===== config.mk =====
export PLATFORM = sky130hd
export DESIGN_NAME = swipe_gesture_detector_unit
export DESIGN_NICKNAME = d
export VERILOG_FILES = /design/src/rtl/core/swd_pkg.sv /design/src/rtl/core/swd_cfg_regs.sv /design/src/rtl/core/swd_track.sv /design/src/rtl/core/swd_judge.sv /design/src/rtl/core/swipe_gesture_detector_unit.sv
export VERILOG_INCLUDE_DIRS = /design/src /design/src/rtl/core
export SDC_FILE = /design/constraint.sdc
export NUM_CORES = 2
export LEC_CHECK = 0
export BUFFER_PORTS_ARGS = -buffer_cell sky130_fd_sc_hd__buf_2
export CAP_MARGIN = 20
export CORE_ASPECT_RATIO = 0.5
export CORE_UTILIZATION = 42
export DETAILED_ROUTE_END_ITERATION = 7
export PLACE_DENSITY = 0.59
export SLEW_MARGIN = 20
export SYNTH_ARGS = -nofsm -noshare
export SYNTH_HDL_FRONTEND = slang
export SYNTH_SLANG_ARGS = --single-unit
export TNS_END_PERCENT = 1

===== constraint.sdc =====
create_clock -name clk -period 11.1 [get_ports clk]
set_clock_uncertainty 0.1 [all_clocks]
set_input_delay 0.555 -clock clk [delete_from_list [all_inputs] [get_ports clk]]
set_output_delay 0.555 -clock clk [all_outputs]
set_load 0.1 [all_outputs]

===== src/rtl/core/swipe_gesture_detector_unit_assert.svh =====
// Assertion macros shared by the swipe detector RTL.
// Define NO_ASSERTIONS to compile the checks out.
`ifndef SWIPE_GESTURE_DETECTOR_UNIT_ASSERT_SVH
`define SWIPE_GESTURE_DETECTOR_UNIT_ASSERT_SVH

`ifndef NO_ASSERTIONS

// Property checked on every rising clock edge outside reset.
`define SWD_ASSERT(lbl, prop, msg) \
	lbl: assert property (@(posedge clk) disable iff (!arst_n) (prop)) else $error(msg);

// Condition that implies another one in the next cycle.
`define SWD_ASSERT_NEXT(lbl, ante, cons, msg) \
	lbl: assert property (@(posedge clk) disable iff (!arst_n) (ante) |=> (cons)) \
		else $error(msg);

`else

`define SWD_ASSERT(lbl, prop, msg)
`define SWD_ASSERT_NEXT(lbl, ante, cons, msg)

`endif

`endif


===== src/rtl/core/swd_pkg.sv =====
`timescale 1ns / 1ps
`default_nettype none

package swd_pkg;

	localparam int CFG_W = 16;

	// Touch event kinds.
	localparam logic [1:0] FUNC_BEGAN  = 2'd0;
	localparam logic [1:0] FUNC_MOVED  = 2'd1;
	localparam logic [1:0] FUNC_ENDED  = 2'd2;
	localparam logic [1:0] FUNC_CANCEL = 2'd3;

	// Reported gesture events.
	localparam logic [1:0] EV_BEGIN   = 2'd0;
	localparam logic [1:0] EV_MOVED   = 2'd1;
	localparam logic [1:0] EV_FAILED  = 2'd2;
	localparam logic [1:0] EV_SUCCESS = 2'd3;

	// Configuration register indexes.
	localparam logic [1:0] REG_ALLOW_H  = 2'd0;
	localparam logic [1:0] REG_ALLOW_V  = 2'd1;
	localparam logic [1:0] REG_MIN_MOVE = 2'd2;
	localparam logic [1:0] REG_MIN_VEL  = 2'd3;

	localparam logic [15:0] MIN_MOVE_RST = 16'd160;
	localparam logic [15:0] MIN_VEL_RST  = 16'd256;

	typedef struct packed {
		logic        allow_h;
		logic        allow_v;
		logic [15:0] min_move;
		logic [15:0] min_vel;
	} swd_cfg_t;

	// One word handed from the tracker to the judge stage.
	typedef struct packed {
		logic [1:0]         ev;
		logic               has_result;
		logic               judge;
		logic               ovx;
		logic               ovy;
		logic signed [16:0] dx;
		logic signed [16:0] dy;
		logic [31:0]        dt;
	} swd_item_t;

endpackage

`default_nettype wire


===== src/rtl/core/swd_cfg_regs.sv =====
`timescale 1ns / 1ps
`default_nettype none

module swd_cfg_regs (
	input  logic                         clk,
	input  logic                         arst_n,
	input  logic                         cfg_we,
	input  logic [1:0]                   cfg_index,
	input  logic [swd_pkg::CFG_W-1:0]    cfg_data,
	output swd_pkg::swd_cfg_t            cfg
);
	import swd_pkg::*;

	swd_cfg_t cfg_q;

	always_ff @(posedge clk or negedge arst_n) begin
		if (!arst_n) begin
			cfg_q.allow_h  <= 1'b1;
			cfg_q.allow_v  <= 1'b1;
			cfg_q.min_move <= MIN_MOVE_RST;
			cfg_q.min_vel  <= MIN_VEL_RST;
		end else if (cfg_we) begin
			unique case (cfg_index)
				REG_ALLOW_H: begin
					cfg_q.allow_h <= cfg_data[0];
				end
				REG_ALLOW_V: begin
					cfg_q.allow_v <= cfg_data[0];
				end
				REG_MIN_MOVE: begin
					cfg_q.min_move <= cfg_data[15:0];
				end
				REG_MIN_VEL: begin
					cfg_q.min_vel <= cfg_data[15:0];
				end
				default: begin
				end
			endcase
		end
	end

	assign cfg = cfg_q;

endmodule

`default_nettype wire


===== src/rtl/core/swd_track.sv =====
`timescale 1ns / 1ps
`default_nettype none
`include "swipe_gesture_detector_unit_assert.svh"

module swd_track (
	input  logic                 clk,
	input  logic                 arst_n,
	input  logic                 in_valid,
	output logic                 in_ready,
	input  logic [1:0]           func,
	input  logic                 touch_valid,
	input  logic signed [15:0]   pos_x,
	input  logic signed [15:0]   pos_y,
	input  logic [31:0]          time_ms,
	input  swd_pkg::swd_cfg_t    cfg,
	input  logic                 item_ready,
	output logic                 item_valid,
	output swd_pkg::swd_item_t   item
);
	import swd_pkg::*;

	localparam logic [1:0] PH_IDLE   = 2'd0;
	localparam logic [1:0] PH_BEGUN  = 2'd1;
	localparam logic [1:0] PH_MOVING = 2'd2;

	logic        v_s1;
	logic [1:0]  func_s1;
	logic        touch_valid_s1;
	logic [15:0] pos_x_s1;
	logic [15:0] pos_y_s1;
	logic [31:0] time_s1;

	logic [1:0]  phase_q;
	logic [15:0] start_x_q;
	logic [15:0] start_y_q;
	logic [31:0] start_time_q;

	logic        v_s2;
	swd_item_t   item_s2;

	logic        s1_adv;
	logic        s1_fire;
	logic [16:0] dx;
	logic [16:0] dy;
	logic [16:0] adx;
	logic [16:0] ady;
	logic        ovx;
	logic        ovy;
	logic [1:0]  phase_d;
	logic        load;
	logic        go_idle;
	swd_item_t   item_d;

	assign s1_adv   = !v_s2 || item_ready;
	assign s1_fire  = v_s1 && s1_adv;
	assign in_ready = !v_s1 || s1_adv;

	always_ff @(posedge clk or negedge arst_n) begin
		if (!arst_n) begin
			v_s1 <= 1'b0;
		end else if (in_ready) begin
			v_s1 <= in_valid;
		end
	end

	always_ff @(posedge clk) begin
		if (in_valid && in_ready) begin
			func_s1        <= func;
			touch_valid_s1 <= touch_valid;
			pos_x_s1       <= pos_x;
			pos_y_s1       <= pos_y;
			time_s1        <= time_ms;
		end
	end

	// Displacement from the begin point and the movement threshold test.
	assign dx  = {pos_x_s1[15], pos_x_s1} - {start_x_q[15], start_x_q};
	assign dy  = {pos_y_s1[15], pos_y_s1} - {start_y_q[15], start_y_q};
	assign adx = dx[16] ? (17'd0 - dx) : dx;
	assign ady = dy[16] ? (17'd0 - dy) : dy;
	assign ovx = adx > {1'b0, cfg.min_move};
	assign ovy = ady > {1'b0, cfg.min_move};

	always_comb begin
		phase_d           = phase_q;
		load              = 1'b0;
		go_idle           = 1'b0;
		item_d.ev         = EV_FAILED;
		item_d.has_result = 1'b0;
		item_d.judge      = 1'b0;
		item_d.ovx        = ovx;
		item_d.ovy        = ovy;
		item_d.dx         = dx;
		item_d.dy         = dy;
		item_d.dt         = time_s1 - start_time_q;
		unique case (func_s1)
			FUNC_BEGAN: begin
				if (phase_q == PH_IDLE && touch_valid_s1) begin
					load              = 1'b1;
					phase_d           = PH_BEGUN;
					item_d.has_result = 1'b1;
					item_d.ev         = EV_BEGIN;
					item_d.dx         = '0;
					item_d.dy         = '0;
				end
			end
			FUNC_MOVED: begin
				if (phase_q == PH_BEGUN) begin
					if ((cfg.allow_h && ovx) || (cfg.allow_v && ovy)) begin
						phase_d           = PH_MOVING;
						item_d.has_result = 1'b1;
						item_d.ev         = EV_MOVED;
					end
				end else if (phase_q == PH_MOVING) begin
					item_d.has_result = 1'b1;
					item_d.ev         = EV_MOVED;
				end
			end
			FUNC_ENDED: begin
				// Only a swipe that got to the moving phase is judged for success.
				item_d.has_result = 1'b1;
				item_d.judge      = (phase_q == PH_MOVING);
				go_idle           = 1'b1;
			end
			FUNC_CANCEL: begin
				go_idle = 1'b1;
			end
			default: begin
			end
		endcase
		if (go_idle) begin
			phase_d = PH_IDLE;
		end
	end

	always_ff @(posedge clk or negedge arst_n) begin
		if (!arst_n) begin
			phase_q      <= PH_IDLE;
			start_x_q    <= '0;
			start_y_q    <= '0;
			start_time_q <= '0;
		end else if (s1_fire) begin
			phase_q <= phase_d;
			if (load) begin
				start_x_q    <= pos_x_s1;
				start_y_q    <= pos_y_s1;
				start_time_q <= time_s1;
			end else if (go_idle) begin
				start_x_q    <= '0;
				start_y_q    <= '0;
				start_time_q <= '0;
			end
		end
	end

	always_ff @(posedge clk or negedge arst_n) begin
		if (!arst_n) begin
			v_s2 <= 1'b0;
		end else if (s1_adv) begin
			v_s2 <= v_s1;
		end
	end

	always_ff @(posedge clk) begin
		if (s1_fire) begin
			item_s2 <= item_d;
		end
	end

	assign item_valid = v_s2;
	assign item       = item_s2;

	`SWD_ASSERT_NEXT(a_cancel_idles, s1_fire && func_s1 == FUNC_CANCEL, phase_q == PH_IDLE, "cancel did not return to idle")
	`SWD_ASSERT(a_idle_cleared, (phase_q != PH_IDLE) || (start_x_q == 16'd0 && start_y_q == 16'd0 && start_time_q == 32'd0), "idle phase with a stale begin point")
	`SWD_ASSERT_NEXT(a_s2_holds, v_s2 && !item_ready, v_s2 && $stable(item_s2), "stalled stage two word changed")

endmodule

`default_nettype wire


===== src/rtl/core/swd_judge.sv =====
`timescale 1ns / 1ps
`default_nettype none
`include "swipe_gesture_detector_unit_assert.svh"

module swd_judge (
	input  logic                 clk,
	input  logic                 arst_n,
	input  swd_pkg::swd_cfg_t    cfg,
	input  logic                 item_valid,
	output logic                 item_ready,
	input  swd_pkg::swd_item_t   item,
	output logic                 out_valid,
	input  logic                 out_ready,
	output logic [1:0]           gesture_event,
	output logic                 success_horizontal,
	output logic                 success_vertical,
	output logic signed [16:0]   total_dx,
	output logic signed [16:0]   total_dy
);
	import swd_pkg::*;

	logic        out_valid_q;
	logic [1:0]  ev_q;
	logic        h_q;
	logic        v_q;
	logic [16:0] dx_q;
	logic [16:0] dy_q;

	logic [47:0] prod;
	logic        dt_zero;
	logic        vel_x;
	logic        vel_y;
	logic        ok_h;
	logic        ok_v;
	logic [1:0]  ev_d;

	// Velocity test d * 256 > min_velocity * dt; only a positive d can pass.
	assign prod    = {32'd0, cfg.min_vel} * {16'd0, item.dt};
	assign dt_zero = (item.dt == 32'd0);
	assign vel_x   = !item.dx[16] && ({24'd0, item.dx[15:0], 8'd0} > prod);
	assign vel_y   = !item.dy[16] && ({24'd0, item.dy[15:0], 8'd0} > prod);
	assign ok_h    = item.judge && cfg.allow_h && (item.ovx || dt_zero || vel_x);
	assign ok_v    = item.judge && cfg.allow_v && (item.ovy || dt_zero || vel_y);

	always_comb begin
		ev_d = item.ev;
		if (item.judge) begin
			ev_d = (ok_h || ok_v) ? EV_SUCCESS : EV_FAILED;
		end
	end

	assign item_ready = !out_valid_q || out_ready;

	always_ff @(posedge clk or negedge arst_n) begin
		if (!arst_n) begin
			out_valid_q <= 1'b0;
		end else if (item_ready) begin
			out_valid_q <= item_valid && item.has_result;
		end
	end

	always_ff @(posedge clk) begin
		if (item_valid && item_ready && item.has_result) begin
			ev_q <= ev_d;
			h_q  <= ok_h;
			v_q  <= ok_v;
			dx_q <= item.dx;
			dy_q <= item.dy;
		end
	end

	assign out_valid          = out_valid_q;
	assign gesture_event      = ev_q;
	assign success_horizontal = h_q;
	assign success_vertical   = v_q;
	assign total_dx           = dx_q;
	assign total_dy           = dy_q;

	`SWD_ASSERT(a_success_axes, !out_valid_q || ((ev_q == EV_SUCCESS) == (h_q || v_q)), "success flags disagree with the event")
	`SWD_ASSERT(a_begin_zero, !(out_valid_q && ev_q == EV_BEGIN) || (dx_q == 17'd0 && dy_q == 17'd0), "begin event with nonzero displacement")

endmodule

`default_nettype wire


===== src/rtl/core/swipe_gesture_detector_unit.sv =====
`timescale 1ns / 1ps
`default_nettype none
// Swipe detector. Touch events come in on the in_valid/in_ready channel, one word per
// event (func, touch_valid, pos_x, pos_y, time_ms); gesture events go out on the
// out_valid/out_ready channel. An event yields zero or one gesture word; ignored
// events (a move below the threshold, cancel, a stray begin) produce nothing.
// An accepted word is registered in stage one, then in stage two, then in the
// output register. One word is accepted every cycle unless the receiver stalls:
// stage one tracks the phase and begin point, stage two runs the velocity check
// (one 16 x 32 multiply and two compares); the output register holds the result.
// When the receiver stalls, the output register holds its word and the two
// stages behind it keep filling, so up to three words are taken before in_ready
// drops; nothing is lost or repeated.
// Reset clears the phase to idle, the begin point and time to zero, and loads the
// configuration defaults. Configuration is written through cfg_we, cfg_index and
// cfg_data and should only change while no event is in flight.
module swipe_gesture_detector_unit (
	input  logic                 clk,
	input  logic                 arst_n,
	input  logic                 in_valid,
	output logic                 in_ready,
	input  logic [1:0]           func,
	input  logic                 touch_valid,
	input  logic signed [15:0]   pos_x,
	input  logic signed [15:0]   pos_y,
	input  logic [31:0]          time_ms,
	output logic                 out_valid,
	input  logic                 out_ready,
	output logic [1:0]           gesture_event,
	output logic                 success_horizontal,
	output logic                 success_vertical,
	output logic signed [16:0]   total_dx,
	output logic signed [16:0]   total_dy,
	input  logic                 cfg_we,
	input  logic [1:0]           cfg_index,
	input  logic [swd_pkg::CFG_W-1:0] cfg_data
);
	import swd_pkg::*;

	swd_cfg_t  cfg;
	logic      item_valid;
	logic      item_ready;
	swd_item_t item;

	swd_cfg_regs u_cfg (
		.clk       (clk),
		.arst_n    (arst_n),
		.cfg_we    (cfg_we),
		.cfg_index (cfg_index),
		.cfg_data  (cfg_data),
		.cfg       (cfg)
	);

	swd_track u_track (
		.clk         (clk),
		.arst_n      (arst_n),
		.in_valid    (in_valid),
		.in_ready    (in_ready),
		.func        (func),
		.touch_valid (touch_valid),
		.pos_x       (pos_x),
		.pos_y       (pos_y),
		.time_ms     (time_ms),
		.cfg         (cfg),
		.item_ready  (item_ready),
		.item_valid  (item_valid),
		.item        (item)
	);

	swd_judge u_judge (
		.clk                (clk),
		.arst_n             (arst_n),
		.cfg                (cfg),
		.item_valid         (item_valid),
		.item_ready         (item_ready),
		.item               (item),
		.out_valid          (out_valid),
		.out_ready          (out_ready),
		.gesture_event      (gesture_event),
		.success_horizontal (success_horizontal),
		.success_vertical   (success_vertical),
		.total_dx           (total_dx),
		.total_dy           (total_dy)
	);

endmodule

`default_nettype wire

### Word level (Yosys, flattened, before mapping)

Cells that the tools add are included.

| storage, ports and cells | value |
|---|---|
| flip-flop bits (word level) | 280 |
| input port bits | 90 |
| output and inout port bits | 40 |
| logic and storage cells | 116 |

| cells by class | value |
|---|---|
| add/subtract/negate cells | 5 |
| $mul | 1 |
| $lt $le $gt $ge | 4 |
| eq/ne operators | 11 |
| mux-type cells | 25 |
| reduce and logical (&&, ||, !) cells | 41 |

Operators by type and width:

| operator | number |
|---|---|
| 24-bit by 48-bit > comparator with 1-bit output | 2 |
| 34-bit two-way mux | 2 |
| 32-bit two-way mux | 2 |
| 16-bit by 32-bit multiplier with 48-bit output | 1 |
| 16-bit two-way mux | 3 |
| 17-bit by 16-bit > comparator with 1-bit output | 2 |
| 17-bit two-way mux | 2 |
| 1-bit by 17-bit subtractor with 17-bit output (first input constant) | 2 |
| 16-bit by 16-bit subtractor with 17-bit output | 2 |
| 32-bit zero test | 1 |
| 32-bit subtractor | 1 |
| 1-bit logical AND | 14 |
| 3-bit two-way mux | 4 |
| 2-bit == test (second input constant) | 5 |
| 2-bit two-way mux | 5 |
| 2-bit AND reduction | 5 |
| 1-bit logical OR | 9 |
| 3-bit by 1-bit inequality test with 1-bit output (second input constant) | 3 |
| 2-bit one-hot mux with 2 select lines | 2 |
| 2-bit by 1-bit == test with 1-bit output (second input constant) | 3 |
| 2-bit zero test | 3 |
| 1-bit zero test | 5 |
| 5-bit AND reduction | 1 |
| 1-bit two-way mux | 4 |
| 4 further kinds | 4 |

### Logic depth before layout (Yosys ltp)

| depth | value |
|---|---|
| word-level depth | 10 |
| mapped depth | 35 |
| gate-level depth less buffers | 33 |

### Modules after synthesis

From an unflattened synthesis, not the netlist that was laid out.

| unflattened totals | value |
|---|---|
| cell total of the unflattened synthesis | 3276 |
| area total of the unflattened synthesis | 31893.1 um^2 |

By module, submodules not included:

| module | times used | cells each | area each (um^2) | sequential area each (um^2) |
|---|---|---|---|---|
| swd_judge | 1 | 2129 | 18799.3 | 1166.1 |
| swd_track | 1 | 1073 | 11703.7 | 5875.6 |
| swd_cfg_regs | 1 | 74 | 1390.1 | 857.1 |

### Worst setup path before layout

Ideal clock, no wire load.

| timing | value |
|---|---|
| path type | register to register |
| from | reg u_cfg.cfg_q (netlist bit u_cfg.cfg[8]) |
| to | reg u_judge.ev_q[0] (netlist: u_judge.gesture_event[0]) (data pin) |
| library setup time | 0.277 ns |
| data arrival time | 7.309 ns |
| required time | 10.723 ns |
| slack | 3.414 ns |
| stages on the path, launching flop included | 34 |
| clock period less this slack | 7.686 ns |
| path through | dfstp_2 -> clkbuf_1 -> nand2_1 -> fa_1 -> inv_1 -> fa_1 -> inv_1 -> fa_1 -> inv_1 -> fa_1 -> fa_1 -> inv_1 -> fa_1 -> inv_1 -> ha_1 -> clkbuf_1 -> a21o_1 -> a2111oi_0 -> a21oi_1 -> a21oi_1 -> xor2_1 -> ha_1 -> a21oi_1 -> nor2b_1 -> o21ai_0 -> nand2b_1 -> a21oi_1 -> nor2b_1 -> o211ai_1 -> nand3_1 -> nand3b_1 -> nor4_2 -> nor3_1 -> o221ai_2 |

| on the way | value |
|---|---|
| word-level cells in the longest chain between the ends | 8 |
| elaborated cells between the ends (all ways) | 12 |
| those cells by class | mul (1); order compare (2); mux (2); reduce/logical (7) |

Ends and longest elaborated chain:

| element | line | text |
|---|---|---|
| from (decl) | swd_cfg_regs.sv:14 | `swd_cfg_t cfg_q;` |
| 16-bit by 32-bit multiplier with 48-bit output * | swd_judge.sv:38 | `assign prod = {32'd0, cfg.min_vel} * {16'd0, item.dt};` |
| 24-bit by 48-bit > comparator with 1-bit output (on tied branches) | swd_judge.sv:40, swd_judge.sv:41 |  |
| 1-bit logical AND (on tied branches) | swd_judge.sv:40, swd_judge.sv:41 |  |
| 1-bit logical OR (on tied branches) | swd_judge.sv:42, swd_judge.sv:43 |  |
| 1-bit logical AND (on tied branches) | swd_judge.sv:42, swd_judge.sv:43 |  |
| 1-bit logical OR * | swd_judge.sv:48 | `ev_d = (ok_h \|\| ok_v) ? EV_SUCCESS : EV_FAILED;` |
| 1-bit two-way mux * | swd_judge.sv:48 |  |
| 2-bit two-way mux * | swd_judge.sv:47 | `if (item.judge) begin` |
| net u_judge.ev_d[0] | swd_judge.sv:35 | `logic [1:0] ev_d;` |
| to (signal assigned) | swd_judge.sv:64 | `ev_q <= ev_d;` |
| to (decl) | swd_judge.sv:23 | `logic [1:0] ev_q;` |

The timed path passes the listed nets; every way through them passes the cells marked *.
A chain may end at the register's enable or synchronous reset.

### Worst setup path in the final report

| timing | value |
|---|---|
| from | reg u_cfg.cfg_q (netlist bit u_cfg.cfg[9]) |
| to | reg u_judge.ev_q[0] (netlist: u_judge.gesture_event[0]) (data pin) |

Same word-level chain as after synthesis.

==> flow_summary_export.csv <==
group,metric,value,unit
die,initial_core_util,0.427,
cts,cts_buffers,31,
flow_run,drv_cap,0,
sta,layout_min_cycle_time,8.93,ns
placement,dp_hpwl,68.1,mm
worst_setup_path,path_depth,31,
grt,grt_pass1_vias,24200,
grt,grt_overflow,0,
synth,syn_area,0.0313,sq mm
sta,setup-tns-final,0,ns
routing,via_count,23200,
sta,maxSlewHeadroom,0.302,
die,core_area,0.0734,sq mm
cts,path_clk_slew,0.07,ns
routing,drc,0,
final_layout,syn2layout_area_growth,9.57,%
worst_setup_path,required,11.33,ns
synth,syn_inst,3203,
die,io_pins,130,
outcome,status,"completed",
synth,ys_seq_elements,280,
routing,drt_iter0_drc,1385,
worst_setup_path,cp_max_fo,20,
worst_setup_path,r2r_slack,2.17,ns
synth,async_flop_share,0.368,
synth,yosys.cell_types.count,87,
cts,cts_tree,"yes",
placement,place_congestion,0.956,
worst_setup_path,setup.worst_path.start_class,"register",
worst_setup_path,worstRegToRegCells,31,
grt,grt_usage,0.240,
synth,syn_nets,3963,
synth,seq_area_frac_synth,0.252,
cts,cts.sinks,280,
worst_setup_path,crit_buf_inv,6,
sta,period_share,0.805,
min_path,hold_depth,1,
routing,antenna_left,0,
sta,fmax,112,MHz
final_layout,nNetsFinal,4055,
synth,synth_edf_count,177,
sta,rsz0062_at_grt,"no",
worst_setup_path,crit_path_frequent_cell,"fa_1",
sta,slew_violations,0,
worst_setup_path,r2r_end,"u_judge.gesture_event[0]",
worst_setup_path,startpoint,"u_cfg.cfg[9]",
grt,antenna_found_initial,2,
cts,htreeDepth,1,
worst_setup_path,crit_end,"u_judge.gesture_event[0]",
synth,yosys_warnings,0,
routing,wl,88.8,mm
die,die-area,0.0757,sq mm
routing,wire_per_inst,20.7,um
final_layout,drive_gt1_frac,0.0856,
placement,numPortBuffers,129,
cts,clkLatencyLatePin,0.60,ns
synth,synth_area_per_cell,9.78,sq um
die,num_rows,70,
cts,cts-root-buf,"clkbuf_16",
routing,drt_first_pass_iters,6,
worst_setup_path,end_kind,"register",
worst_setup_path,worstSetupPathType,"reg -> reg",
cts,max-clock-path-buffers,3,
sta,setup_viol,0,
worst_setup_path,critPathArrivalTime,9.16,ns
die,die_x,388,um
synth,ys.flop_type,"edfxtp_1",
sta,hold_viol,0,
sta,worst_pin_slew,1.04,ns
min_path,hold_path_class,"in -> reg",
routing,vias_per_cell,5.40,
die,fp.dieH,195,um
worst_setup_path,slowest_delay,0.88,ns
worst_setup_path,r2r_start,"u_cfg.cfg[9]",
grt,grt_max_degree,77,
worst_setup_path,crit_slowest_cell,"dfrtp_1",
worst_setup_path,crit_family,"adder cells",
grt,grt_pass1_wl,141,mm
flip-flops by register name (all words and copies together), names as in the netlist, 2 cells and up:
register and cells:
u_judge.total_dy 17, u_judge.gesture_event 2, u_track.item 72, u_track.func_s1 2
u_track.start_time_q 32, u_track.pos_y_s1 16, u_track.time_s1 32, u_track.start_y_q 16
u_cfg.cfg 34, u_track.phase_q 2, u_track.pos_x_s1 16, u_judge.total_dx 17
u_track.start_x_q 16
final cells by class:
class	count	area (sq um)
clock buffer	43	851
clock inverter	14	226
tap	972	1220
antenna	2	5.00
fill	6983	39100
sequential	280	7900
inverter	576	2160
timing repair buffer	188	1170
multi-input combinational	2218	20800
logic make-up after synthesis:
kind of cell,Yosys count,share of synthesized area
buf+inv,705,0.0856
flops,280,0.252
mux,39,0.0139
fa+ha+maj,670,0.369
xor+xnor,105,0.0294
simple gates,940,0.147
compound gates,464,0.103
worst min path at each step:
stage,startpoint,to
floorplan,arst_n,u_cfg.cfg[0]
global placement,u_track.item[56],u_judge.total_dx[7]
detailed placement,u_track.item[51],u_judge.total_dx[2]
CTS,pos_x[8],u_track.pos_x_s1[8]
global route,time_ms[30],u_track.time_s1[30]
finish,time_ms[30],u_track.time_s1[30]
timing repair:
action                                 CTS  global route
hold buffers                            23             0
endpoints found under the hold margin   63             0
resized for setup                        0             0
buffers inserted                         0             0
synth_stat cells, types with 6 or more instances:
| cell | instances | area (sq um) |
|---|---|---|
| edfxtp_1 | 177 | 5320 |
| o31ai_1 | 8 | 60.1 |
| or2_2 | 6 | 37.5 |
| inv_1 | 576 | 2160 |
| mux2_2 | 35 | 394 |
| dfrtp_1 | 98 | 2450 |
| a22o_1 | 65 | 569 |
| a41oi_1 | 7 | 61.3 |
| a31oi_1 | 16 | 100 |
| nor2_1 | 118 | 443 |
| nand4_1 | 31 | 194 |
| a211oi_1 | 16 | 120 |
| clkbuf_1 | 113 | 424 |
| or3_1 | 8 | 50.1 |
| nand3_1 | 29 | 145 |
| xor2_1 | 31 | 272 |
| o21bai_1 | 12 | 90.1 |
| o21ai_0 | 70 | 350 |
| a21oi_1 | 119 | 596 |
| ha_1 | 249 | 3120 |
| nor3_1 | 27 | 135 |
| xnor2_1 | 74 | 648 |
| o221ai_1 | 6 | 52.6 |
| nand2_1 | 386 | 1450 |
| fa_1 | 421 | 8430 |
| nor2b_1 | 32 | 200 |
| nor4_1 | 19 | 119 |
| a21o_1 | 39 | 293 |
| o21a_1 | 22 | 165 |
| and2_1 | 216 | 1350 |
| o211ai_1 | 17 | 128 |
| and3_1 | 18 | 113 |
| nand2b_1 | 27 | 169 |
metal layers:
metal / global-route usage / vias up / routed length, um
met4: 0.0505 / 0 / 1880
met1: 0.348 / 11800 / 41200
li1: - / 10600 / -
met2: 0.381 / 687 / 40100
met3: 0.0345 / 107 / 5630
met5: 0 / - / 0
placed cells by master, fill, tap and decap left out, types with 27 or more instances in the layout:
cell       Yosys  final
o21ai_0       70     70
nand4_1       31     31
nor2_1       118    117
nand3_1       29     29
nand2_1      386    386
a21o_1        39     39
and2_1       216    214
a21oi_1      119    119
mux2_2        35     35
inv_1        576    576
nor3_1        27     27
xnor2_1       74     74
nand2b_1      27     27
nor2b_1       32     32
buf_2          4    128
fa_1         421    421
edfxtp_1     177    177
dfrtp_1       98     95
xor2_1        31     31
buf_4          5     35
a22o_1        65     65
ha_1         249    249
clkbuf_16      0     31
through the flow:
stage / worst slack [ns] / hold WS (ns) / cell area [sq um] / utilization / cells
global placement: 2.44 / 0.359 / 32900 / 0.449 / 4209
CTS: 2.28 / 0.000335 / 34300 / 0.467 / 4289
floorplan: 3.41 / 0.159 / 31300 / - / 3203
global route: 1.70 / 0.0120 / 34300 / 0.467 / 4291
detailed placement: 2.32 / 0.353 / 33000 / 0.449 / 4209
finish: 2.17 / 0.0341 / 34300 / 0.467 / 4293
Power is left out: the tool's default activity adds up to more than one toggle a clock period on the data nets, which glitch-free logic cannot reach.
